<file path="src/rtl/text_console_writer_assert.svh">
// ----------------------------------------------------------------------------
// Assertion macros for the text console writer
// Shared property shorthands; each expects clk and rst_n in scope.
// ----------------------------------------------------------------------------
`ifndef TEXT_CONSOLE_WRITER_ASSERT_SVH
`define TEXT_CONSOLE_WRITER_ASSERT_SVH

// Consequent must hold in the same cycle as the antecedent.
`define TCW_ASSERT_SAME(lbl, ante, cons, msg) \
  lbl: assert property (@(posedge clk) disable iff (!rst_n) (ante) |-> (cons)) \
    else $error(msg);

// Consequent must hold in the cycle after the antecedent.
`define TCW_ASSERT_NEXT(lbl, ante, cons, msg) \
  lbl: assert property (@(posedge clk) disable iff (!rst_n) (ante) |=> (cons)) \
    else $error(msg);

`endif

</file>
<file path="src/rtl/tcw_pkg.sv">
// ----------------------------------------------------------------------------
// tcw_pkg
// Geometry, character codes, request/result types and helpers of the console.
// ----------------------------------------------------------------------------
package tcw_pkg;

  localparam int COLS    = 80;
  localparam int ROWS    = 25;
  localparam int NCELLS  = ROWS * COLS;
  localparam int CELL_AW = $clog2(NCELLS);
  localparam int ROW_W   = $clog2(ROWS);
  localparam int COL_W   = $clog2(COLS);

  localparam logic [7:0] CH_NEWLINE = 8'd10;
  localparam logic [7:0] CH_RETURN  = 8'd13;
  localparam logic [7:0] CH_SPACE   = 8'd32;
  localparam logic [7:0] RESET_ATTR = 8'd7;

  localparam logic OP_PUT  = 1'b0;
  localparam logic OP_READ = 1'b1;

  localparam logic REG_CHAR_COLOR = 1'b0;
  localparam logic REG_FILL_COLOR = 1'b1;

  typedef struct packed {
    logic        op;
    logic [7:0]  char_code;
    logic [10:0] cell_index;
  } in_req_t;

  typedef struct packed {
    logic [15:0] cell_value;
    logic [4:0]  cursor_row;
    logic [6:0]  cursor_column;
    logic        scrolled;
  } out_res_t;

  typedef struct packed {
    logic [7:0] char_color;
    logic [7:0] fill_color;
  } cfg_t;

  typedef struct packed {
    logic               we;
    logic [CELL_AW-1:0] waddr;
    logic [15:0]        wdata;
    logic               re;
    logic [CELL_AW-1:0] raddr;
  } mem_req_t;

  typedef enum logic [2:0] {
    ST_CLEAR,
    ST_IDLE,
    ST_READ,
    ST_SCROLL,
    ST_FILL
  } ctrl_state_t;

  function automatic logic [15:0] make_cell(input logic [7:0] ch, input logic [7:0] attr);
    return {attr, ch};
  endfunction

  function automatic logic [4:0] row_field(input logic [ROW_W-1:0] row);
    logic [31:0] wide;
    wide = 32'(row);
    return wide[4:0];
  endfunction

  function automatic logic [6:0] col_field(input logic [COL_W-1:0] col);
    logic [31:0] wide;
    wide = 32'(col);
    return wide[6:0];
  endfunction

endpackage

</file>
<file path="src/rtl/tcw_regs.sv">
// ----------------------------------------------------------------------------
// tcw_regs
// Configuration registers: character color and fill color, APB-style access.
// ----------------------------------------------------------------------------
module tcw_regs
  import tcw_pkg::*;
(
  input  logic        clk,
  input  logic        rst_n,
  input  logic        psel,
  input  logic        penable,
  input  logic        pwrite,
  input  logic [2:0]  paddr,
  input  logic [31:0] pwdata,
  output logic [31:0] prdata,
  output logic        pready,
  output cfg_t        cfg
);

  logic [7:0] char_color_r, char_color_nxt;
  logic [7:0] fill_color_r, fill_color_nxt;
  logic       wr_en;

  // Registers sit on word addresses; bit 2 selects one of the two.
  assign wr_en = psel && penable && pwrite;

  always_comb begin
    char_color_nxt = char_color_r;
    fill_color_nxt = fill_color_r;
    if (wr_en) begin
      case (paddr[2])
        REG_CHAR_COLOR: char_color_nxt = pwdata[7:0];
        REG_FILL_COLOR: fill_color_nxt = pwdata[7:0];
        default: ;
      endcase
    end
  end

  always_ff @(posedge clk) begin
    if (!rst_n) begin
      char_color_r <= RESET_ATTR;
      fill_color_r <= RESET_ATTR;
    end else begin
      char_color_r <= char_color_nxt;
      fill_color_r <= fill_color_nxt;
    end
  end

  always_comb begin
    case (paddr[2])
      REG_CHAR_COLOR: prdata = {24'd0, char_color_r};
      REG_FILL_COLOR: prdata = {24'd0, fill_color_r};
      default:        prdata = 32'd0;
    endcase
  end

  assign pready         = 1'b1;
  assign cfg.char_color = char_color_r;
  assign cfg.fill_color = fill_color_r;

endmodule

</file>
<file path="config.mk">
export PLATFORM = sky130hd
export DESIGN_NAME = tcw_regs
export DESIGN_NICKNAME = d
export VERILOG_FILES = /design/src/rtl/text_console_writer_assert.svh /design/src/rtl/tcw_pkg.sv /design/src/rtl/tcw_regs.sv
export SDC_FILE = /design/constraint.sdc
export NUM_CORES = 1
export LEC_CHECK = 0
export BUFFER_PORTS_ARGS = -buffer_cell sky130_fd_sc_hd__buf_2
export CORE_MARGIN = 4
export CORE_UTILIZATION = 39
export DETAILED_ROUTE_END_ITERATION = 10
export GPL_TIMING_DRIVEN = 0
export HOLD_SLACK_MARGIN = 0.1
export PLACE_DENSITY = 0.92
export SLEW_MARGIN = 5
export SYNTH_ARGS = -nofsm -noshare
export SYNTH_HDL_FRONTEND = slang
export SYNTH_SLANG_ARGS = --single-unit
export TNS_END_PERCENT = 100
</file>
<file path="constraint.sdc">
create_clock -name clk -period 1.5 [get_ports clk]
set_clock_uncertainty 0.05 [all_clocks]
set_input_delay 0.3 -clock clk [delete_from_list [all_inputs] [get_ports clk]]
set_output_delay 0.3 -clock clk [all_outputs]
set_load 0.005 [all_outputs]
</file>
-- Yosys cells after proc, flatten, opt, wreduce, memory -nomap -nowiden
Cells that the tools add are included.
- mux-type cells: 1
- bitwise logic cells: 1
- reduce and logical (&&, ||, !) cells: 4
- operator list (operator ; count):
    case mux 32 bit (2 select lines) ; 1
    AND reduction 2 bit ; 2
    logical AND 1 bit ; 2
    NOT 1 bit ; 1
- register bits: 16
- input port bits: 40
- output and inout bits: 49
- logic and storage cells: 8

-- Longest topological paths before layout
Gate-level depths: netlist of the first run.
- depth after elaboration: 3
- mapped depth: 3
- mapped depth without buffers: 2

-- Worst setup path after synthesis of the first run
No wires, ideal clock.
- path kind: input port to output port
- start: in paddr[2]
- end: out prdata[0]
- arrival: 0.746 ns
- required time: 1.150 ns
- setup slack: 0.404 ns
- stages on the path: 2
- cells stage by stage: buf_6 mux2_2
- cells in the longest elaborated chain, start to end: 2
- RTL lines (element ; line ; text):
    start: declaration ; tcw_regs.sv:13 ; input logic [2:0] paddr,
    NOT 1 bit (no line) ; -- ;
    case mux 32 bit (2 select lines) * ; tcw_regs.sv:50 ; case (paddr[2])
    end: declaration ; tcw_regs.sv:15 ; output logic [31:0] prdata,
Mark *: on every way between the ends. The rest lies on a longest branch, timed or not. The select of a mux whose other input is x is not followed.

-- Final worst setup path of the first run
- start: in paddr[2]
- end: out prdata[5]
The elaborated chain is that of the path after synthesis.

==> impl_metrics.csv, run 1 <==
group,metric,value,unit
cts,clock_path_buffers,2,
sta,holdWs,0.235,ns
routing,drt_wl_total,1940,um
cts,postCtsHoldBufs,0,
placement,place_hpwl,1530,um
routing,viasPerCell,4.02,
setup_path,end_kind,"primary output",
floorplan,coreArea,2280,um^2
sta,rsz0062_at_grt,"no",
status,run_status,"finished clean",
placement,port-buffer-count,37,
cells_and_area,diodes,0,
power,netSwitchingFraction,24.2,%
routing,first_pass_iters,2,
cts,worstSkewPairLatency,0.27,ns
cells_and_area,areaGrowthSynthToFinish,34.2,%
logic_synthesis,synth_edf_count,0,
cells_and_area,drive_gt1_share,48.8,%
placement,place_congestion,0.688,
grt,grtUsageTotal,11.7,%
logic_synthesis,syn_area,961,um^2
power,ir_worst_vdd,0.341,mV
placement,dp_slack,0.128,ns
power,p_leak,0.717,nW
logic_synthesis,yosysTopAreaCellShare,33.3,%
setup_path,reg2reg_to,"char_color_r[2]",
setup_path,crit_path_max_fanout,10,
grt,grt_max_degree,11,
sta,finalSetupViolCount,0,
grt,use_met3,1.34,%
grt,antenna_found_initial,0,
logic_synthesis,avgSynthCellArea,9.71,um^2
power,power,0.816,mW
sta,period_share,91.7,%
setup_path,crit_path_end,"prdata[5]",
routing,ant_nets,0,
logic_synthesis,synth_cells,99,
logic_synthesis,synthDistinctLibCells,13,
routing,routedWlPerCell,10.2,um
logic_synthesis,synth_top_area_cell,"dfxtp_1",
logic_synthesis,ys_top_cells_by_count,"25 x buf_4, 16 x dfxtp_1, 16 x mux2i_1",
cells_and_area,multi_input_area,507,um^2
routing,drc,0,
worst_hold_path,worstHoldPathType,"primary input to flip-flop",
sta,maxSlewViolCount,0,
setup_path,worstSetupPathType,"primary input to primary output",
logic_synthesis,yosys-top-cells-area,"dfxtp_1 33%, buf_4 20%, mux2i_1 17%",
cts,postCtsSetupBuffers,0,
setup_path,cp-start-kind,"primary input",
cts,cts_resized,0,
floorplan,initial_core_util,42.2,%
logic_synthesis,synthMostInstantiatedCell,"buf_4",
power,p_clk_share,26.2,%
floorplan,io-pin-count,89,
grt,grt_pass1_vias,705,
cells_and_area,fin_util,56.7,%
routing,route.vias.total,763,
setup_path,worst_ep_arrival_time,1.03,ns
setup_path,crit_start,"paddr[2]",
floorplan,fp.dieW,57.6,um
logic_synthesis,synthFlopType,"dfxtp_1",
floorplan,std_cell_rows,17,
cts,cts_tree,"built",
power,p_comb_share,19.9,%
setup_path,r2r-start,"char_color_r[2]",
setup_path,worst-r2r-setup-slack,0.84,ns
power,seqPwrFrac,53.9,%
sta,hold_violations,0,
power,intPower,0.619,mW
logic_synthesis,ys_seq_area_share,33.3,%
sta,setup_ws,0.124,ns
sta,finalCriticalPeriod,1.38,ns
logic_synthesis,async_flop_share,0,%
flow_run,drv_cap,0,
logic_synthesis,yosys_register_bits,16,
grt,gr-total-overflow,0,
cts,numCtsBuffers,3,
setup_path,required,1.15,ns
grt,grt_busiest_layer,"met2",
grt,grt_pass1_wl,3110,um
cts,htreeDepth,1,
cells_and_area,fill_cells,217,
power,power.density,633,nW/um^2
floorplan,die_h,57.6,um
sta,tns,0,ns
power,switchingPower,0.197,mW
logic_synthesis,ys.warnings.count,0,
setup_path,r2r_cells,2,
grt,grtUsageMet1,15.5,%
grt,grtUsageMet2,18.9,%
cts,clkTransAtPathRegs,0.09,ns
cts,cts_sinks,16,
cells_and_area,finalNetCount,204,
floorplan,dieArea,3320,um^2
cells_and_area,regArea,320,um^2
sta,max_freq,727,MHz
routing,drt_iter0_markers,9,
cts,cts_root_buffer,"clkbuf_4",
[routing by layer]
metal | up-vias | part of all wire (%)
li1 | 406 | -
met1 | 315 | 43
met2 | 40 | 44
met3 | 2 | 11
met4 | 0 | 1.2
met5 | - | 0
[worst min path at each step]
stage,from,end,slack [ns],depth (start not counted)
final,pwdata[2],char_color_r[2],0.23,3
after global routing,pwdata[2],fill_color_r[2],0.24,3
after CTS,pwdata[2],char_color_r[2],0.23,3
after detailed placement,char_color_r[7],char_color_r[7],0.41,2
after global placement,fill_color_r[5],fill_color_r[5],0.40,2
after floorplan,fill_color_r[3],fill_color_r[3],0.41,2
[power groups by stage]
stage               sequential [mW]  clock (mW)  combinational (mW)
finish                        0.440       0.214               0.162
global route                  0.442       0.242               0.180
CTS                           0.440       0.226               0.161
detailed placement            0.450           0               0.160
global placement              0.450           0               0.160
floorplan                     0.451           0               0.112
[flip-flops by register name, summed over array words and instances (netlist names)]
| signal | cells |
|---|---|
| char_color_r | 8 |
| fill_color_r | 8 |
[logic make-up (layout without fill, tap and decap cells)]
kind of cell  count (synthesis)  after routing  share of synthesized area [%]
buf+inv                      29             69                           22.9
mux                          24             24                           26.0
other cells                   2             25                          0.782
flops                        16             16                           33.3
simple gates                 28             28                           16.9
[stage by stage]
stage,area [um^2],std cells
2_1_floorplan,1050,122
3_3_place_gp,1270,187
3_5_place_dp,1270,187
4_1_cts,1290,190
5_1_grt,1290,190
6_report,1290,190
[layout by cell type, fill, tap and decap left out]
master	count
nand4_1	1
and4_1	1
dfxtp_1	16
clkbuf_4	3
nor2b_1	9
buf_4	25
buf_2	39
buf_6	2
mux2_2	8
conb_1	25
and4b_2	1
nand4b_4	1
nand2_1	15
mux2i_1	16
[area by class of cell]
| class | count | share of cell area (%) |
|---|---|---|
| tap | 28 | 2.72 |
| buffer | 29 | 17.1 |
| sequential | 16 | 24.8 |
| timing repair buffer | 37 | 14.4 |
| clock buffer | 3 | 1.75 |
| multi-input combinational | 77 | 39.3 |
[critical path: stages]
cell    delay [ns]
buf_2         0.10
buf_6         0.15
mux2_2        0.34
buf_2         0.12
(Power assumes the default switching activity.)
==> run 2, diff against run 1 <==
--- a/config.mk
+++ b/config.mk
@@ -5,13 +5,13 @@
 export SDC_FILE = /design/constraint.sdc
 export NUM_CORES = 1
 export LEC_CHECK = 0
-export BUFFER_PORTS_ARGS = -buffer_cell sky130_fd_sc_hd__buf_2
 export CORE_MARGIN = 4
-export CORE_UTILIZATION = 39
+export CORE_UTILIZATION = 45
 export DETAILED_ROUTE_END_ITERATION = 10
+export DONT_BUFFER_PORTS = 1
 export GPL_TIMING_DRIVEN = 0
 export HOLD_SLACK_MARGIN = 0.1
-export PLACE_DENSITY = 0.92
+export PLACE_DENSITY = 0.68
 export SLEW_MARGIN = 5
 export SYNTH_ARGS = -nofsm -noshare
 export SYNTH_HDL_FRONTEND = slang
==> run 2 against run 1 <==
Effect of this change:
- cell count shrank 19%
- clock power increased by 30%
- first-iteration DRC count down 44%
- via count is 13% lower
- sequential power is essentially flat
- largest cell class unchanged
- highest routed layer unchanged
==> impl_metrics.csv, run 2 (synthesis results as in run 1) <==
group,metric,value,unit
power,seqPwrFrac,52.3,%
grt,gr-total-overflow,0,
placement,place_hpwl,1580,um
flow_run,drv_cap,0,
setup_path,end_kind,"primary output",
setup_path,max_stage_delay,0.35,ns
power,netSwitchingFraction,22.9,%
setup_path,worst_ep_arrival_time,0.92,ns
setup_path,crit_path_max_fanout,3,
cts,worstSkewPairLatency,0.28,ns
sta,setup_ws,0.232,ns
grt,grt_pass1_vias,607,
cells_and_area,finalNetCount,167,
setup_path,critPathBufInv,0,
floorplan,initial_core_util,48.0,%
floorplan,die_h,54.2,um
grt,grt_max_degree,11,
power,p_clk_share,32.8,%
cells_and_area,final_cell_area,1120,um^2
sta,finalCriticalPeriod,1.27,ns
routing,drc,0,
cells_and_area,largestRegisters,"char_color_r x8, fill_color_r x8",
power,p_leak,0.570,nW
sta,period_share,84.5,%
power,switchingPower,0.195,mW
power,ir_worst_vdd,0.501,mV
setup_path,critPathTopFamily,"flip-flops",
floorplan,std_cell_rows,16,
cells_and_area,diodes,0,
routing,first_pass_iters,2,
grt,antenna_found_initial,0,
cts,cts_sinks,16,
power,p_comb_share,14.9,%
cells_and_area,final_cell_mix,"25 x buf_4, 25 x conb_1, 16 x mux2i_1, 16 x dfxtp_1, 15 x nand2_1",
cts,clkTransAtPathRegs,0.10,ns
cts,htreeDepth,1,
placement,dp_slack,0.355,ns
cells_and_area,drive_gt1_share,34.1,%
setup_path,required,1.15,ns
cts,clock_path_buffers,2,
placement,place_area,1080,um^2
grt,grt_pass1_wl,2750,um
floorplan,dieArea,2940,um^2
setup_path,worstSetupPathType,"flip-flop to primary output",
floorplan,coreArea,2000,um^2
routing,drt_iter0_markers,5,
cts,cts_root_buffer,"clkbuf_4",
power,power.density,759,nW/um^2
sta,hold_violations,0,
cells_and_area,areaGrowthSynthToFinish,16.3,%
grt,grtUsageTotal,13.5,%
placement,place_congestion,0.671,
routing,routedWlPerCell,12.7,um
setup_path,cpMaxStageDelayCell,"dfxtp_1",
sta,rsz0062_at_grt,"no",
sta,max_freq,789,MHz
cells_and_area,fin_util,55.8,%
routing,drt_wl_total,1940,um
sta,tns,0,ns
worst_hold_path,worstHoldPathType,"primary input to flip-flop",
power,intPower,0.653,mW
power,power,0.848,mW
cts,postCtsHoldBufs,0,
floorplan,io-pin-count,89,
routing,ant_nets,0,
placement,port-buffer-count,0,
setup_path,cp-start-kind,"flip-flop",
cts,cts_tree,"built",
routing,viasPerCell,4.36,
setup_path,cp_cell_sequence,"mux2_2",
status,run_status,"finished clean",
floorplan,fp.dieW,54.2,um
cts,cts_resized,0,
sta,maxSlewViolCount,0,
routing,route.vias.total,667,
cts,postCtsSetupBuffers,0,
sta,finalSetupViolCount,0,
cts,numCtsBuffers,3,
-- run 2: through the flow --
stage / hold WS (ns) / std cells
4_1_cts: 0.115 / 153
5_1_grt: 0.113 / 153
3_5_place_dp: 0.426 / 149
2_1_floorplan: 0.411 / 122
6_report: 0.123 / 153
3_3_place_gp: 0.416 / 149
-- run 2: final cells by class --
type	count	area (um^2)
clock buffer	4	36.3
buffer	29	220
multi-input combinational	77	507
sequential	16	320
tap	27	33.8
fill	184	885
-- run 2: worst paths after layout --
path	slack [ns]	startpoint	endpoint	cells past startpoint
worst min register to register	0.45	fill_color_r[6]	fill_color_r[6]	2
worst max register to register	0.79	char_color_r[1]	char_color_r[1]	2
worst min-delay path	0.12	pwdata[5]	char_color_r[5]	2
worst max-delay path	0.23	char_color_r[0]	prdata[0]	1
-- run 2: power by group through the flow --
stage	registers, mW	logic (mW)	clock network (mW)
global route	0.445	0.141	0.311
floorplan	0.451	0.112	0
CTS	0.444	0.124	0.289
finish	0.443	0.126	0.278
global placement	0.453	0.122	0
detailed placement	0.454	0.123	0
-- run 2: worst reg2reg max path: stages, from the launching register on --
cell and delay (ns):
dfxtp_1 0.35, nor2b_1 0.12, mux2i_1 0.08
-- run 2: metal layers --
metal / up-vias / track usage (%) / part of all wire, %
met5: - / 0 / 0
met4: 0 / 8.71 / 1.4
met3: 2 / 2.72 / 11
met2: 38 / 23.1 / 50
met1: 293 / 15.0 / 38
li1: 334 / - / -
