### src/rtl/text_console_writer_assert.svh
// ----------------------------------------------------------------------------
// Assertion macros for the text console writer
// Shared property shorthands; each expects clk and rst_n in scope.
// ----------------------------------------------------------------------------
`ifndef TEXT_CONSOLE_WRITER_ASSERT_SVH
`define TEXT_CONSOLE_WRITER_ASSERT_SVH

// Consequent must hold in the same cycle as the antecedent.
`define TCW_ASSERT_SAME(lbl, ante, cons, msg) \
  lbl: assert property (@(posedge clk) disable iff (!rst_n) (ante) |-> (cons)) \
    else $error(msg);

// Consequent must hold in the cycle after the antecedent.
`define TCW_ASSERT_NEXT(lbl, ante, cons, msg) \
  lbl: assert property (@(posedge clk) disable iff (!rst_n) (ante) |=> (cons)) \
    else $error(msg);

`endif

### src/rtl/tcw_pkg.sv
// ----------------------------------------------------------------------------
// tcw_pkg
// Geometry, character codes, request/result types and helpers of the console.
// ----------------------------------------------------------------------------
package tcw_pkg;

  localparam int COLS    = 80;
  localparam int ROWS    = 25;
  localparam int NCELLS  = ROWS * COLS;
  localparam int CELL_AW = $clog2(NCELLS);
  localparam int ROW_W   = $clog2(ROWS);
  localparam int COL_W   = $clog2(COLS);

  localparam logic [7:0] CH_NEWLINE = 8'd10;
  localparam logic [7:0] CH_RETURN  = 8'd13;
  localparam logic [7:0] CH_SPACE   = 8'd32;
  localparam logic [7:0] RESET_ATTR = 8'd7;

  localparam logic OP_PUT  = 1'b0;
  localparam logic OP_READ = 1'b1;

  localparam logic REG_CHAR_COLOR = 1'b0;
  localparam logic REG_FILL_COLOR = 1'b1;

  typedef struct packed {
    logic        op;
    logic [7:0]  char_code;
    logic [10:0] cell_index;
  } in_req_t;

  typedef struct packed {
    logic [15:0] cell_value;
    logic [4:0]  cursor_row;
    logic [6:0]  cursor_column;
    logic        scrolled;
  } out_res_t;

  typedef struct packed {
    logic [7:0] char_color;
    logic [7:0] fill_color;
  } cfg_t;

  typedef struct packed {
    logic               we;
    logic [CELL_AW-1:0] waddr;
    logic [15:0]        wdata;
    logic               re;
    logic [CELL_AW-1:0] raddr;
  } mem_req_t;

  typedef enum logic [2:0] {
    ST_CLEAR,
    ST_IDLE,
    ST_READ,
    ST_SCROLL,
    ST_FILL
  } ctrl_state_t;

  function automatic logic [15:0] make_cell(input logic [7:0] ch, input logic [7:0] attr);
    return {attr, ch};
  endfunction

  function automatic logic [4:0] row_field(input logic [ROW_W-1:0] row);
    logic [31:0] wide;
    wide = 32'(row);
    return wide[4:0];
  endfunction

  function automatic logic [6:0] col_field(input logic [COL_W-1:0] col);
    logic [31:0] wide;
    wide = 32'(col);
    return wide[6:0];
  endfunction

endpackage

### src/rtl/tcw_ctrl.sv
// ----------------------------------------------------------------------------
// tcw_ctrl
// Cursor, request sequencing, scroll copy and clear sweeps over the cell store.
// ----------------------------------------------------------------------------
module tcw_ctrl
  import tcw_pkg::*;
(
  input  logic        clk,
  input  logic        rst_n,
  input  logic        start,
  input  in_req_t     in_data,
  output logic        busy,
  input  cfg_t        cfg,
  output mem_req_t    mem_req,
  input  logic [15:0] mem_rdata,
  output logic        out_valid,
  output out_res_t    out_data
);

  `include "text_console_writer_assert.svh"

  localparam logic [CELL_AW-1:0] LAST_CELL   = CELL_AW'(NCELLS - 1);
  localparam logic [CELL_AW-1:0] LAST_COPY   = CELL_AW'(NCELLS - COLS - 1);
  localparam logic [CELL_AW-1:0] ROW_STRIDE  = CELL_AW'(COLS);
  localparam logic [ROW_W-1:0]   BOTTOM_ROW  = ROW_W'(ROWS - 1);
  localparam logic [COL_W-1:0]   LAST_COLUMN = COL_W'(COLS - 1);

  ctrl_state_t        state_r, state_nxt;
  logic [ROW_W-1:0]   row_r, row_nxt;
  logic [COL_W-1:0]   col_r, col_nxt;
  logic [CELL_AW-1:0] cnt_r, cnt_nxt;
  logic               cp_pend_r, cp_pend_nxt;
  logic [CELL_AW-1:0] cp_addr_r, cp_addr_nxt;
  logic               rd_ok_r, rd_ok_nxt;
  logic               out_valid_r, out_valid_nxt;
  out_res_t           out_r, out_nxt;

  logic               accept;
  logic               is_newline, is_return, printable, row_step, needs_scroll;
  logic [ROW_W-1:0]   put_row;
  logic [COL_W-1:0]   put_col;
  logic [31:0]        pos_wide, idx_wide;

  assign busy   = (state_r != ST_IDLE);
  assign accept = start && !busy;

  // Cursor update of a put request, worked out from the current cursor.
  assign is_newline   = (in_data.char_code == CH_NEWLINE);
  assign is_return    = (in_data.char_code == CH_RETURN);
  assign printable    = !is_newline && !is_return;
  assign row_step     = is_newline || (printable && (col_r == LAST_COLUMN));
  assign needs_scroll = row_step && (row_r == BOTTOM_ROW);
  assign pos_wide     = 32'(row_r) * 32'(COLS) + 32'(col_r);
  assign idx_wide     = 32'(in_data.cell_index);

  always_comb begin
    put_row = row_r;
    put_col = col_r;
    if (row_step) begin
      put_col = '0;
      put_row = needs_scroll ? BOTTOM_ROW : row_r + ROW_W'(1);
    end else if (is_return) begin
      put_col = '0;
    end else begin
      put_col = col_r + COL_W'(1);
    end
  end

  // Next state.
  always_comb begin
    state_nxt = state_r;
    case (state_r)
      ST_CLEAR: begin
        if (cnt_r == LAST_CELL) state_nxt = ST_IDLE;
      end
      ST_IDLE: begin
        if (accept) begin
          if (in_data.op == OP_READ) begin
            state_nxt = ST_READ;
          end else if (needs_scroll) begin
            state_nxt = ST_SCROLL;
          end
        end
      end
      ST_READ:   state_nxt = ST_IDLE;
      ST_SCROLL: begin
        if (cnt_r == LAST_COPY) state_nxt = ST_FILL;
      end
      ST_FILL: begin
        if (!cp_pend_r && (cnt_r == LAST_CELL)) state_nxt = ST_IDLE;
      end
      default:   state_nxt = ST_IDLE;
    endcase
  end

  // Datapath and memory requests.
  always_comb begin
    row_nxt       = row_r;
    col_nxt       = col_r;
    cnt_nxt       = cnt_r;
    cp_pend_nxt   = 1'b0;
    cp_addr_nxt   = cp_addr_r;
    rd_ok_nxt     = rd_ok_r;
    out_valid_nxt = 1'b0;
    out_nxt       = out_r;
    mem_req       = '0;
    case (state_r)
      ST_CLEAR: begin
        mem_req.we    = 1'b1;
        mem_req.waddr = cnt_r;
        mem_req.wdata = make_cell(CH_SPACE, RESET_ATTR);
        cnt_nxt       = (cnt_r == LAST_CELL) ? '0 : cnt_r + CELL_AW'(1);
      end
      ST_IDLE: begin
        if (accept) begin
          if (in_data.op == OP_READ) begin
            mem_req.re    = 1'b1;
            mem_req.raddr = idx_wide[CELL_AW-1:0];
            rd_ok_nxt     = (idx_wide < 32'(NCELLS));
          end else begin
            mem_req.we    = printable;
            mem_req.waddr = pos_wide[CELL_AW-1:0];
            mem_req.wdata = make_cell(in_data.char_code, cfg.char_color);
            row_nxt       = put_row;
            col_nxt       = put_col;
            if (needs_scroll) begin
              cnt_nxt = '0;
            end else begin
              out_valid_nxt         = 1'b1;
              out_nxt.cell_value    = 16'd0;
              out_nxt.cursor_row    = row_field(put_row);
              out_nxt.cursor_column = col_field(put_col);
              out_nxt.scrolled      = 1'b0;
            end
          end
        end
      end
      ST_READ: begin
        out_valid_nxt         = 1'b1;
        out_nxt.cell_value    = rd_ok_r ? mem_rdata : 16'd0;
        out_nxt.cursor_row    = row_field(row_r);
        out_nxt.cursor_column = col_field(col_r);
        out_nxt.scrolled      = 1'b0;
      end
      ST_SCROLL: begin
        // Read one row below the destination; the write follows in the next cycle.
        mem_req.re    = 1'b1;
        mem_req.raddr = cnt_r + ROW_STRIDE;
        cp_pend_nxt   = 1'b1;
        cp_addr_nxt   = cnt_r;
        cnt_nxt       = cnt_r + CELL_AW'(1);
        if (cp_pend_r) begin
          mem_req.we    = 1'b1;
          mem_req.waddr = cp_addr_r;
          mem_req.wdata = mem_rdata;
        end
      end
      ST_FILL: begin
        mem_req.we = 1'b1;
        if (cp_pend_r) begin
          // Last copied cell still owns the write port this cycle.
          mem_req.waddr = cp_addr_r;
          mem_req.wdata = mem_rdata;
        end else begin
          mem_req.waddr = cnt_r;
          mem_req.wdata = make_cell(CH_SPACE, cfg.fill_color);
          if (cnt_r == LAST_CELL) begin
            cnt_nxt               = '0;
            out_valid_nxt         = 1'b1;
            out_nxt.cell_value    = 16'd0;
            out_nxt.cursor_row    = row_field(row_r);
            out_nxt.cursor_column = col_field(col_r);
            out_nxt.scrolled      = 1'b1;
          end else begin
            cnt_nxt = cnt_r + CELL_AW'(1);
          end
        end
      end
      default: ;
    endcase
  end

  always_ff @(posedge clk) begin
    if (!rst_n) begin
      state_r     <= ST_CLEAR;
      row_r       <= '0;
      col_r       <= '0;
      cnt_r       <= '0;
      cp_pend_r   <= 1'b0;
      out_valid_r <= 1'b0;
    end else begin
      state_r     <= state_nxt;
      row_r       <= row_nxt;
      col_r       <= col_nxt;
      cnt_r       <= cnt_nxt;
      cp_pend_r   <= cp_pend_nxt;
      out_valid_r <= out_valid_nxt;
    end
  end

  always_ff @(posedge clk) begin
    cp_addr_r <= cp_addr_nxt;
    rd_ok_r   <= rd_ok_nxt;
    out_r     <= out_nxt;
  end

  assign out_valid = out_valid_r;
  assign out_data  = out_r;

  `TCW_ASSERT_SAME(a_scroll_on_bottom, out_valid_r && out_r.scrolled,
    out_r.cursor_row == row_field(BOTTOM_ROW), "scroll result not on bottom row")
  `TCW_ASSERT_NEXT(a_read_result, state_r == ST_READ,
    out_valid_r && !out_r.scrolled, "read request gave no result")
  `TCW_ASSERT_NEXT(a_put_result,
    accept && (in_data.op == OP_PUT) && !needs_scroll,
    out_valid_r && !out_r.scrolled && (out_r.cell_value == 16'd0),
    "put request without scroll gave no result")
  `TCW_ASSERT_SAME(a_no_port_collision, mem_req.we && mem_req.re,
    mem_req.waddr != mem_req.raddr, "read and write hit the same cell")
  `TCW_ASSERT_SAME(a_copy_pairs, cp_pend_r,
    (state_r == ST_SCROLL) || (state_r == ST_FILL), "copy write outside scroll")

endmodule
### config.mk
export PLATFORM = sky130hd
export DESIGN_NAME = tcw_ctrl
export DESIGN_NICKNAME = d
export VERILOG_FILES = /design/src/rtl/tcw_pkg.sv /design/src/rtl/tcw_ctrl.sv
export VERILOG_INCLUDE_DIRS = /design/src /design/src/rtl
export SDC_FILE = /design/constraint.sdc
export NUM_CORES = 1
export LEC_CHECK = 0
export ABC_CLOCK_PERIOD_IN_PS = 5400
export BUFFER_PORTS_ARGS = -buffer_cell sky130_fd_sc_hd__buf_2
export CORE_MARGIN = 1.5
export CORE_UTILIZATION = 55
export CTS_CLUSTER_SIZE = 28
export DETAILED_ROUTE_END_ITERATION = 10
export HOLD_SLACK_MARGIN = 0.1
export PLACE_DENSITY = 0.85
export SYNTH_ARGS = -nofsm -noshare
export SYNTH_HDL_FRONTEND = slang
export SYNTH_SLANG_ARGS = --single-unit
### constraint.sdc
create_clock -name clk -period 5.4 [get_ports clk]
set_input_delay 0.81 -clock clk [delete_from_list [all_inputs] [get_ports clk]]
set_output_delay 0.81 -clock clk [all_outputs]
set_load 0.02 [all_outputs]
; Word level (Yosys, flattened, before mapping)
; Index checks and enable logic that the tools add are counted.
[op_classes]
addsub = 5
n_eq_ne = 21
magnitude_cmp = 1
n_reduce_logical = 18
n_mux = 38
multipliers = 1
n_bitwise = 1
[op_table]
columns = cell, count
row1 = $mux W29, 5
row2 = $pmux W28 S4, 1
row3 = $pmux W29 S3, 1
row4 = $mux W28, 2
row5 = $mux W11, 5
row6 = $pmux W11 S4, 1
row7 = $mux W40, 1
row8 = $mux W27, 1
row9 = $pmux W12 S2, 1
row10 = $eq A11 B11 Y1 const B, 2
row11 = $mux W3, 6
row12 = $ne A2 B2 Y1 const B, 9
row13 = $eq A8 B4 Y1 const B, 2
row14 = $mux W16, 1
row15 = $mux W7, 2
row16 = $mux W12, 1
row17 = $pmux W3 S4, 1
row18 = $add A11 B1 Y11 const B, 1
row19 = $add A11 B7 Y11, 1
row20 = $add A11 B7 Y11 const B, 1
row21 = $lt A11 B11 Y1 const B, 1
row22 = $mux W5, 2
row23 = $reduce_and A5 Y1, 2
row24 = $add A7 B1 Y7 const B, 1
row25 = 20 further kinds, 34
[word_totals]
elab_cells = 97
ff_bits = 69
input_bits = 55
output_inout_bits = 71

; Longest topological paths before layout
; Gate-level depths: netlist of run 1.
[logic_depth]
depth_word = 12
mapped_depth = 9
mapped_depth_nobuf = 8

; Least setup slack after synthesis of run 1
; No wires, ideal clock.
[synth_path]
kind = input port to flip-flop
from = in in_data[15] (netlist name)
to = reg out_r (netlist bit out_data[0]), enable pin
slack_ns = 2.012
path_buffers = 1
path_stages = 6
required_time_ns = 5.012
arrival_time_ns = 3.001
setup_time_ns = 0.388
cell_sequence = or4b_4 > or4b_1 > a21oi_2 > buf_6 > o31a_1 > o21a_1
[synth_via]
elab_chain_len = 8
word_cells_on_any_way = 10
classes_between = eq/ne (3) / reduce/logical (7)
[synth_lines]
columns = element, line_no
row1 = start: declaration, tcw_ctrl.sv:11  ; input in_req_t in_data,
row2 = $eq A8 B4 Y1 (on tied branches), "tcw_ctrl.sv:48, tcw_ctrl.sv:49"
row3 = $logic_not A1 Y1, tcw_ctrl.sv:50  ; assign printable = !is_newline && !is_return;
row4 = $logic_and A1 B1 Y1, tcw_ctrl.sv:50
row5 = $logic_and A1 B1 Y1, tcw_ctrl.sv:51  ; assign row_step = is_newline || (printable && (col_r == LAST_COLUMN));
row6 = $logic_or A1 B1 Y1 *, tcw_ctrl.sv:51
row7 = $logic_and A1 B1 Y1 *, tcw_ctrl.sv:52  ; assign needs_scroll = row_step && (row_r == BOTTOM_ROW);
row8 = $ne A2 B2 Y1 (no source line) *, -
row9 = $reduce_and A6 Y1 (no source line) *, -
row10 = end signal: assignment, tcw_ctrl.sv:204  ; out_r <= out_nxt;
row11 = end: declaration, tcw_ctrl.sv:36  ; out_res_t out_r, out_nxt;
; Mark *: on every way between the ends. The rest lies on a longest branch, timed or not.
; A chain may end at the register's enable or synchronous reset.

==> results of run 1 <==
state kept, by name, summed over array words and instances, names as in the netlist:
name,flops
cnt_r,11
rd_ok_r,1
row_r,5
out_valid,1
cp_addr_r,11
state_r,3
out_data,29
cp_pend_r,1
col_r,7
where the power goes:
| part | switching, mW | internal, mW |
|---|---|---|
| clock | 0.204 | 0.210 |
| sequential | 0.00289 | 0.552 |
| combinational | 0.0264 | 0.0223 |
stage by stage:
step | cell area, um^2 | power [mW] | util | setup slack [ps] | instances
6_report | 5100 | 1.02 | 0.693 | 1750 | 666
5_1_grt | 5100 | 1.04 | 0.693 | 1470 | 666
4_1_cts | 5100 | 1.02 | 0.693 | 1750 | 666
3_5_place_dp | 4910 | 0.615 | 0.667 | 1930 | 650
3_3_place_gp | 4910 | 0.614 | 0.667 | 2010 | 650
2_1_floorplan | 4270 | 0.586 | - | 2010 | 451
cells by family after synthesis:
group	after synthesis	synth area share
flip-flops	69	0.420
buffers and inverters	48	0.0469
XOR/XNOR	15	0.0308
AND/OR/NAND/NOR	153	0.196
AO/OA/AOI/OAI	135	0.220
adder cells (fa/ha/maj)	17	0.0534
multiplexers	14	0.0331
path summary, 6_finish.rpt:
check	slack, ps	start	to	depth (start not counted)
worst min-delay path	510	row_r[4]$_SDFFE_PN0P_	row_r[4]$_SDFFE_PN0P_	2
worst min register to register	510	row_r[4]$_SDFFE_PN0P_	row_r[4]$_SDFFE_PN0P_	2
worst max register to register	2360	col_r[0]$_SDFFE_PN0P_	cnt_r[3]$_SDFFE_PN0P_	6
worst max-delay path	1750	state_r[0]$_SDFFE_PN0P_	mem_req[37]	7
synthesized netlist by cell type (all sizes together), types with 3 or more instances:
cell / count
o21ai: 43
edfxtp: 41
nand2: 41
dfxtp: 28
a21oi: 26
clkbuf: 21
and2: 19
inv: 19
nand3: 17
nor2: 16
ha: 15
mux2i: 13
a22o: 12
nor3: 12
xnor2: 10
nand2b: 8
buf: 7
nor4: 7
a222oi: 6
or3: 6
a211oi: 5
a22oi: 5
and3: 5
nor2b: 5
o31ai: 5
xor2: 5
a21o: 4
nor4b: 4
a41oi: 3
nand4: 3
o211a: 3
o22ai: 3
o41ai: 3
layout make-up:
type	count	area [um^2]	share of cell area
multi-input combinational	334	2280	0.446
inverter	20	75.1	0.0147
tap	99	124	0.0243
clock buffer	9	124	0.0243
timing repair buffer	128	648	0.127
clock inverter	7	66.3	0.0130
sequential	69	1790	0.351
worst max-delay path, stage by stage, from the launching register on:
cell and delay (ps):
dfxtp_1 590, nor2b_1 330, nand2_1 250, clkinv_1 130, o21a_1 630, a22oi_1 210, o21ai_0 140, buf_2 200
layer usage:
| metal | vias to the layer above | global-route usage |
|---|---|---|
| met5 | - | 0 |
| met4 | 0 | 0.124 |
| met3 | 36 | 0.0645 |
| met2 | 228 | 0.466 |
| met1 | 1972 | 0.347 |
| li1 | 1921 | - |
==> metrics, run 1 <==
first-pass GRT wire length=18.4 mm; Root Buffer=clkbuf_8; status=completed; antenna cells=0; clock latency on the worst-skew pair=roughly 350 ps; H-tree Lvls=3; Mapped Cells=about 450; post-CTS resize count=0; DR DRC count=0; Max Slew Vio Count=0; synthesized area=between 4000 and 5000 um^2; met3 WL=approximately 840 um; grt ovf=0; Slew headroom=0.173; Rows=31; chip height=approximately 91 um; Avg WL per Cell=between 15 and 20 um; P_leak=between 2 and 2.5 nW; routed wl met2=slightly below 6 mm; Yosys top cell area share=0.288; Power Density=199 nW/um^2; Worst Tran Pin Value=approximately 1200 ps; Worst Path Arrival=2840 ps; ANT nets after route=0; vias in the first global route=3758; RSZ-0062 raised after global routing=false; hold-fix buffers at CTS=0; TritonRoute pass-1 iters=6; Setup Skew=just under 7 ps; area grow syn2layout=19.6%; Yosys reg bits=69; total global-route track usage=0.281; top cells by area, synth=edfxtp_1 (29%), dfxtp_1 (13%), o21ai_0 (4.9%); Syn. warnings=0; endpoints failing hold=0; Highest Signal Layer=met4; share of post-route cells with drive strength above 1=0.280; M1 wire length=around 4.5 mm; vias=around 4200; final number of setup-violating endpoints=0; post-synthesis async set-or-reset flop share=0; sequential area share after synthesis=0.420; CTS tree=yes; Syn Area/Cell=9.46 um^2; CP max FO=18; clock-pin slew on the worst setup and hold paths=~70 ps; HPWL Detailed=8.40 mm; Die Width=91.1 um; Peak supply drop=~0.00015 V; drt initial violations=366; fill cell count=580; Initial Util=0.579; largest net degree at the start of global routing=30; Routability Congestion=around 0.9; I/O pin total=126; total CTS buffers=9; worst hold-check path type=register to register; Yosys top cell by area=edfxtp_1; Setup CP Type=register to output port; postcts setup bufs=0; CORE AREA=between 7000 and 8000 um^2; Total Wirelength=11.6 mm; Via-to-Cell Ratio=6.24; hold slack final=around 510 ps; crit path launch type=register; initial antenna violation count=0; count of cell types in the netlist=64; CP endpoint kind=output port; nets=634; CTS Buffer Depth=2; Max Fclk=about 270 MHz; port bufs=~130; die area=just over 8000 um^2; Post-synth EDFFs=approximately 40; Final TNS setup=0 ps; final period utilization=0.677; commonest non-fill, non-tap cells in the layout=buf_2 (125), o21ai_0 (42), nand2_1 (41), edfxtp_1 (41), dfxtp_1 (28); Sink Count=69; Max-Cap Viols=0; most common cell after layout, fill and taps aside=buf_2; Synth Flop Type=edfxtp_1; syn nets=around 520; minimum clock period after layout=approximately 3700 ps; worst path required time=~4600 ps
(Power assumes the default switching activity.)
==> inputs of run 2 (changes only) <==
Settings changed: ABC_CLOCK_PERIOD_IN_PS 5400 to 3300, CORE_UTILIZATION 55 to 47, PLACE_DENSITY 0.85 to 0.78.
Clock period 5.4 ns to 3.3 ns, I/O delays scaled along.
==> run 2 against run 1 <==
Net effect:
- register-to-register slack lost 1900 ps
- clock power increased by 100%
- sequential share of layout area decreased by 1.0 points
- critical path depth grew 2
- wire length increased by 0.84%
- hold slack lost 80 ps
- cell count grew 3.0%
- setup slack got worse by 1600 ps
- total power increased by 80%
- first-iteration DRC count decreased by 10%
- critical endpoint is now mem_req[38]
==> metrics, run 2 (synthesis results as in run 1) <==
I/O pin total=126 (unchanged); clock-pin slew on the worst setup and hold paths=80 ps (about the same); endpoints failing hold=0 (unchanged); slowest stage cell, crit path=dfxtp_2; antenna cells=0 (unchanged); H-tree Lvls=3 (unchanged); Max Fclk=between 300 and 400 MHz; sequential cell fraction of total power=0.495 (-0.050); chip height=98.3 um (+7.9%); Die Width=98.3 um (+7.9%); P_leak=2.27 nW (+4.2%); Logic pwr share=0.045 (-0.003); worst hold-check path type=input pin to register; hold-fix buffers at CTS=0 (unchanged); commonest non-fill, non-tap cells in the layout=buf_2 (125), o21ai_0 (42), nand2_1 (41), edfxtp_1 (41), dfxtp_1 (26); Sink Count=69 (unchanged); fill cell count=730 (+26%); Peak supply drop=0.000218 V (+44%); grt ovf=0 (unchanged); Power Internal=1.44 mW (+84%); Avg WL per Cell=17.1 um (-2.1%); Total Wirelength=11.7 mm (+0.84%); nets=645 (+1.7%); most common cell after layout, fill and taps aside=buf_2; Design Area, Final=5270 um^2 (+3.2%); ANT nets after route=0 (unchanged); Worst Tran Pin Value=1390 ps (+158 ps); Max Slew Vio Count=0 (unchanged); Setup Skew=15.1 ps (+8.24 ps); postcts setup bufs=0 (unchanged); CTS tree=yes; Post-Place Worst Slack=348 ps (-1590 ps); Max-Cap Viols=0 (unchanged); hold slack final=430 ps (-80.0 ps); Placed Area=5020 um^2 (+2.2%); max FFs per register=29 (unchanged); Via-to-Cell Ratio=5.98 (-4.3%); Rows=34 (+9.7%); Net Sw Power=0.393 mW (+68%); port bufs=125 (unchanged); die area=9660 um^2 (+16%); Worst Path Arrival=2610 ps (-230 ps); final core occ=0.601 (-0.0916); final number of setup-violating endpoints=0 (unchanged); Largest stage delay, worst path=430 ps (-200 ps); Clock power frac=0.460 (+0.053); crit path cell chain=ha_1 > ha_1 > fa_1 > xor2_1 > nand4b_1 > xnor2_1 > xnor2_1 > o21ai_0 > buf_2; initial antenna violation count=0 (unchanged); CP max FO=8 (-10); total CTS buffers=9 (unchanged); Slew headroom=0.0674 (-0.106); status=completed; vias in the first global route=3877 (+3.2%); share of post-route cells with drive strength above 1=0.301 (+0.0206); drt initial violations=328 (-10%); HPWL Detailed=8.52 mm (+1.4%); area grow syn2layout=23.4%; crit path launch type=register; Root Buffer=clkbuf_8; final worst slack=190 ps (-1560 ps); DR DRC count=0 (unchanged); clock latency on the worst-skew pair=360 ps (about the same); CORE AREA=8760 um^2 (+19%); CP endpoint kind=output port; switch share=0.214 (-0.0156); largest net degree at the start of global routing=30 (unchanged); final period utilization=0.942; minimum clock period after layout=roughly 3100 ps; Routability Congestion=0.878 (-3.6%); Final TNS setup=0 ps (unchanged); Initial Util=0.487 (-0.0921); total global-route track usage=0.240 (-0.0401); RSZ-0062 raised after global routing=false; worst path required time=2800 ps (-1790 ps); CTS Buffer Depth=2 (unchanged); first-pass GRT wire length=18.7 mm (+1.6%); post-CTS resize count=0 (unchanged); Power Density=349 nW/um^2 (+75%); vias=4099 (-1.4%); Setup CP Type=register to output port; TritonRoute pass-1 iters=5 (-1)
[run 2: cell types whose count changed in the layout (fill, tap and decap cells not counted), moves of 2 or more]
cell        previous run  this run
buf_4                  3        13
bufinv_16              1         3
dfxtp_1               28        26
dfxtp_2                0         2
clkinvlp_4             3         1
[run 2: area by class of cell]
class / instances / area [um^2] / area share
Clock buffer: 10 / 128 / 0.0242
Tap cell: 108 / 135 / 0.0257
Clock inverter: 6 / 111 / 0.0211
Timing Repair Buffer: 139 / 743 / 0.141
Multi-Input combinational cell: 334 / 2280 / 0.433
Inverter: 20 / 75.1 / 0.0143
Sequential cell: 69 / 1790 / 0.341
[run 2: worst paths after layout]
| check | start | to | slack (ps) | cells past startpoint |
|---|---|---|---|---|
| worst max-delay path | row_r[1]$_SDFFE_PN0P_ | mem_req[38] | 190 | 9 |
| worst min-delay path | in_data[9] | rd_ok_r$_DFFE_PP_ | 430 | 2 |
| worst max register to register | col_r[0]$_SDFFE_PN0P_ | cnt_r[3]$_SDFFE_PN0P_ | 480 | 6 |
| worst min register to register | row_r[4]$_SDFFE_PN0P_ | row_r[4]$_SDFFE_PN0P_ | 520 | 2 |
[run 2: critical path, delay by kind of cell (launching register included)]
family | cells | cell delay [ps]
and+or+nand+nor | 1 | 150
adders and majority gates | 3 | 860
DFF | 1 | 430
xor gates and xnor gates | 3 | 520
AOI/OAI and AO/OA | 1 | 130
buffers and inverters | 1 | 180
[run 2: stage by stage]
stage / power (mW) / std cells
floorplan: 0.959 / 451
global placement: 1.01 / 670
detailed placement: 1.01 / 670
CTS: 1.84 / 686
global route: 1.88 / 686
finish: 1.84 / 686
[run 2: power by group through the flow]
stage	Sequential [mW]	Clock, mW	Combinational (mW)
finish	0.909	0.845	0.0819
global route	0.909	0.884	0.0883
CTS	0.909	0.856	0.0805
detailed placement	0.928	0	0.0798
global placement	0.928	0	0.0779
floorplan	0.926	0	0.0326
[run 2: routing by layer]
layer / track usage / vias up / share of wire
met4: 0.101 / 0 / 0.023
met3: 0.0487 / 31 / 0.084
li1: - / 1940 / -
met1: 0.315 / 1912 / 0.42
met5: 0 / - / 0
met2: 0.388 / 216 / 0.47
==> inputs of run 3 (changes only) <==
Settings changed: ABC_AREA set to 1, PLACE_DENSITY 0.78 to 0.77.
==> run 3 against run 2 <==
Net effect:
- the flow now finishes with violations (DRC)
- clock skew shrank 6.8 ps
- hold slack better by 13 ps
- critical path type unchanged
- critical path depth unchanged
==> metrics, run 3 <==
final number of setup-violating endpoints=0 (unchanged); CTS tree=yes; status=complete, but fails checks; DR DRC count=7 (+7); grt ovf=0 (unchanged); hold slack final=443 ps (+13.4 ps); sequential area share after synthesis=0.417 (-0.00318); Max Slew Vio Count=0 (unchanged); flop2flop setup slack=880 ps (+400 ps); first-pass GRT wire length=18.6 mm (-0.37%); Max-Cap Viols=0 (unchanged); syn nets=644 (+23%); Slew headroom=0.591 (+0.524); most common cell after layout, fill and taps aside=nand2_1; CP endpoint kind=output port; total global-route track usage=0.235 (-0.00539); initial antenna violation count=0 (unchanged); worst hold-check path type=input pin to register; Die Width=98.7 um (+0.37%); H-tree Lvls=3 (unchanged); Syn. warnings=0 (unchanged); Root Buffer=clkbuf_8; most used cell, CP=ha_1; Yosys reg bits=69 (unchanged); P_leak=2.37 nW (+4.3%); Worst Tran Pin Value=612 ps (-776 ps); synthesized area=4300 um^2 (+0.76%); Avg WL per Cell=14.0 um (-18%); CP max FO=7 (-1); share of post-route cells with drive strength above 1=0.243 (-0.0581); top cells by area, synth=edfxtp_1 (29%), dfxtp_1 (13%), nand2_1 (12%); Max Fclk=332 MHz (+3.2%); Synth Flop Type=edfxtp_1; synth cell count leaders=nand2_1 (136), nor2_1 (67), inv_1 (63), o21ai_0 (55), edfxtp_1 (41); Buf/Inv on CP=1 (unchanged); Final TNS setup=0 ps (unchanged); hold-fix buffers at CTS=0 (unchanged); clock latency on the worst-skew pair=340 ps (-20 ps); Setup Skew=8.27 ps (-6.81 ps); compound-gate portion of the synthesized area=0.156 (-0.0642); drt initial violations=244 (-26%); Sink Count=69 (unchanged); total CTS buffers=9 (unchanged); Setup CP Type=register to output port; Power Density=323 nW/um^2 (-7.5%); Yosys top cell area share=0.286 (-0.00218); fill cell count=780 (+6.8%); post-CTS resize count=0 (unchanged); multiplexer share of the synthesized area=0.00233 (-0.0308); endpoints failing hold=0 (unchanged); ANT nets after route=0 (unchanged); TritonRoute pass-1 iters=8 (+3); crit path cell chain=ha_1 > ha_1 > fa_1 > xnor2_1 > nor2_1 > a21oi_1 > o21ai_0 > nand2_1 > buf_2; Via-to-Cell Ratio=5.30 (-11%); Synth Area in Simple Gates=0.275 (+0.0797); Critical Path End=mem_req[38]; post-synthesis xor/xnor area fraction=0.0163 (-0.0145); RSZ-0062 raised after global routing=false; CORE AREA=8810 um^2 (+0.49%); Mapped Cells=572 (+27%); Worst Path Arrival=2520 ps (-90 ps); chip height=98.7 um (+0.37%); count of cell types in the netlist=40 (-38%); largest delay contributor family on the critical path=adder cells; Routability Congestion=0.948 (+7.9%); RR Endpoint=out_data[4]$_DFFE_PP_; HPWL Detailed=8.55 mm (+0.32%); largest family of logic cells by synthesized area=simple AND/OR/NAND/NOR gates; antenna cells=0 (unchanged); Rows=34 (unchanged); count leader, synth=nand2_1; worst path required time=2800 ps (about the same); Reg2Reg Launch Point=state_r[0]$_SDFFE_PN0P_; post-synthesis async set-or-reset flop share=0 (unchanged); Post-synth EDFFs=41 (unchanged); nets=771 (+20%); Total Wirelength=11.4 mm (-2.7%); crit path launch type=register; vias in the first global route=4031 (+4.0%); postcts setup bufs=0 (unchanged); CTS Buffer Depth=2 (unchanged); slowest stage cell, crit path=dfxtp_1; minimum clock period after layout=3010 ps (-95.0 ps); worst-case reg-to-reg path depth=8 (+2); Largest stage delay, worst path=500 ps (+70 ps); I/O pin total=126 (unchanged); commonest non-fill, non-tap cells in the layout=nand2_1 (136), buf_2 (125), nor2_1 (66), inv_1 (63), o21ai_0 (55); Syn Area/Cell=7.52 um^2 (-21%); clock-pin slew on the worst setup and hold paths=80 ps (about the same); Initial Util=0.488 (+0.00134); die area=9730 um^2 (+0.74%); multi-input logic area=2170 um^2 (-5.0%); final period utilization=0.914 (-0.0288); max FFs per register=29 (unchanged); violated checks=DRC; critical path depth=9 (unchanged); CP startpoint=row_r[1]$_SDFFE_PN0P_; port bufs=125 (unchanged); area grow syn2layout=21.9%; Peak supply drop=0.000161 V (-26%); largest net degree at the start of global routing=30 (unchanged); Total Power=1.69 mW (-7.9%); vias=4303 (+5.0%); Adder-Cell Fraction of Synth Area=0.0530 (-0.000404); sequential cell area=1790 um^2 (-0.14%); Yosys top cell by area=edfxtp_1
run 3: metal layers:
layer  global-route usage  share of wire  wire (um)  up-vias
li1                     -              -          -     2172
met1                0.298           0.43       4940     1948
met2                0.404           0.49       5540      162
met3               0.0475          0.062        706       21
met4               0.0758          0.018        208        0
met5                    0              0          0        -
run 3: logic make-up (layout without fill, tap and decap cells):
group           Yosys count  in the layout
xor+xnor                  8              8
compound gates          122            122
simple gates            269            269
flops                    69             69
buf+inv                  86            218
fa+ha+maj                17             17
mux                       1              1
run 3: cell type report:
type	instances	area share
clock inverter	6	0.0119
timing repair buffer	131	0.130
multi-input combinational	417	0.413
sequential	69	0.342
tap	108	0.0258
clock buffer	10	0.0263
inverter	71	0.0508
run 3: where the power goes:
group	total [mW]	switching, mW	internal, mW	leakage (nW)
Clock	0.701	0.334	0.367	0.0943
Combinational	0.0803	0.0432	0.0370	1.70
Sequential	0.910	0.00485	0.905	0.574
run 3: worst reg2reg max path, cell delays in order, from the launching register on:
cell     delay, ps
dfxtp_1        400
nand2_2        140
nor2_4         190
nand2_1        110
nor2_2         410
buf_12         240
nand2_1        140
nand3_1        100
buf_4          340
run 3: worst min-delay path by stage:
stage                     startpoint                      to  slack [ps]  depth (start not counted)
2_1_floorplan  cnt_r[7]$_SDFFE_PN0P_  cp_addr_r[7]$_DFFE_PP_         400                          0
3_3_place_gp   cnt_r[5]$_SDFFE_PN0P_  cp_addr_r[5]$_DFFE_PP_         510                          0
3_5_place_dp   cnt_r[1]$_SDFFE_PN0P_  cp_addr_r[1]$_DFFE_PP_         510                          0
4_1_cts                   in_data[6]       rd_ok_r$_DFFE_PP_         440                          2
5_1_grt                   in_data[8]       rd_ok_r$_DFFE_PP_         440                          2
6_report                  in_data[8]       rd_ok_r$_DFFE_PP_         440                          2
run 3: per-stage QoR:
stage / cell area, um^2 / setup slack (ps) / utilization / std cells
2_1_floorplan: 4300 / 703 / - / 572
3_3_place_gp: 5040 / 700 / 0.573 / 796
3_5_place_dp: 5040 / 672 / 0.573 / 796
4_1_cts: 5240 / 300 / 0.595 / 812
5_1_grt: 5240 / 71.3 / 0.595 / 812
6_report: 5240 / 285 / 0.595 / 812
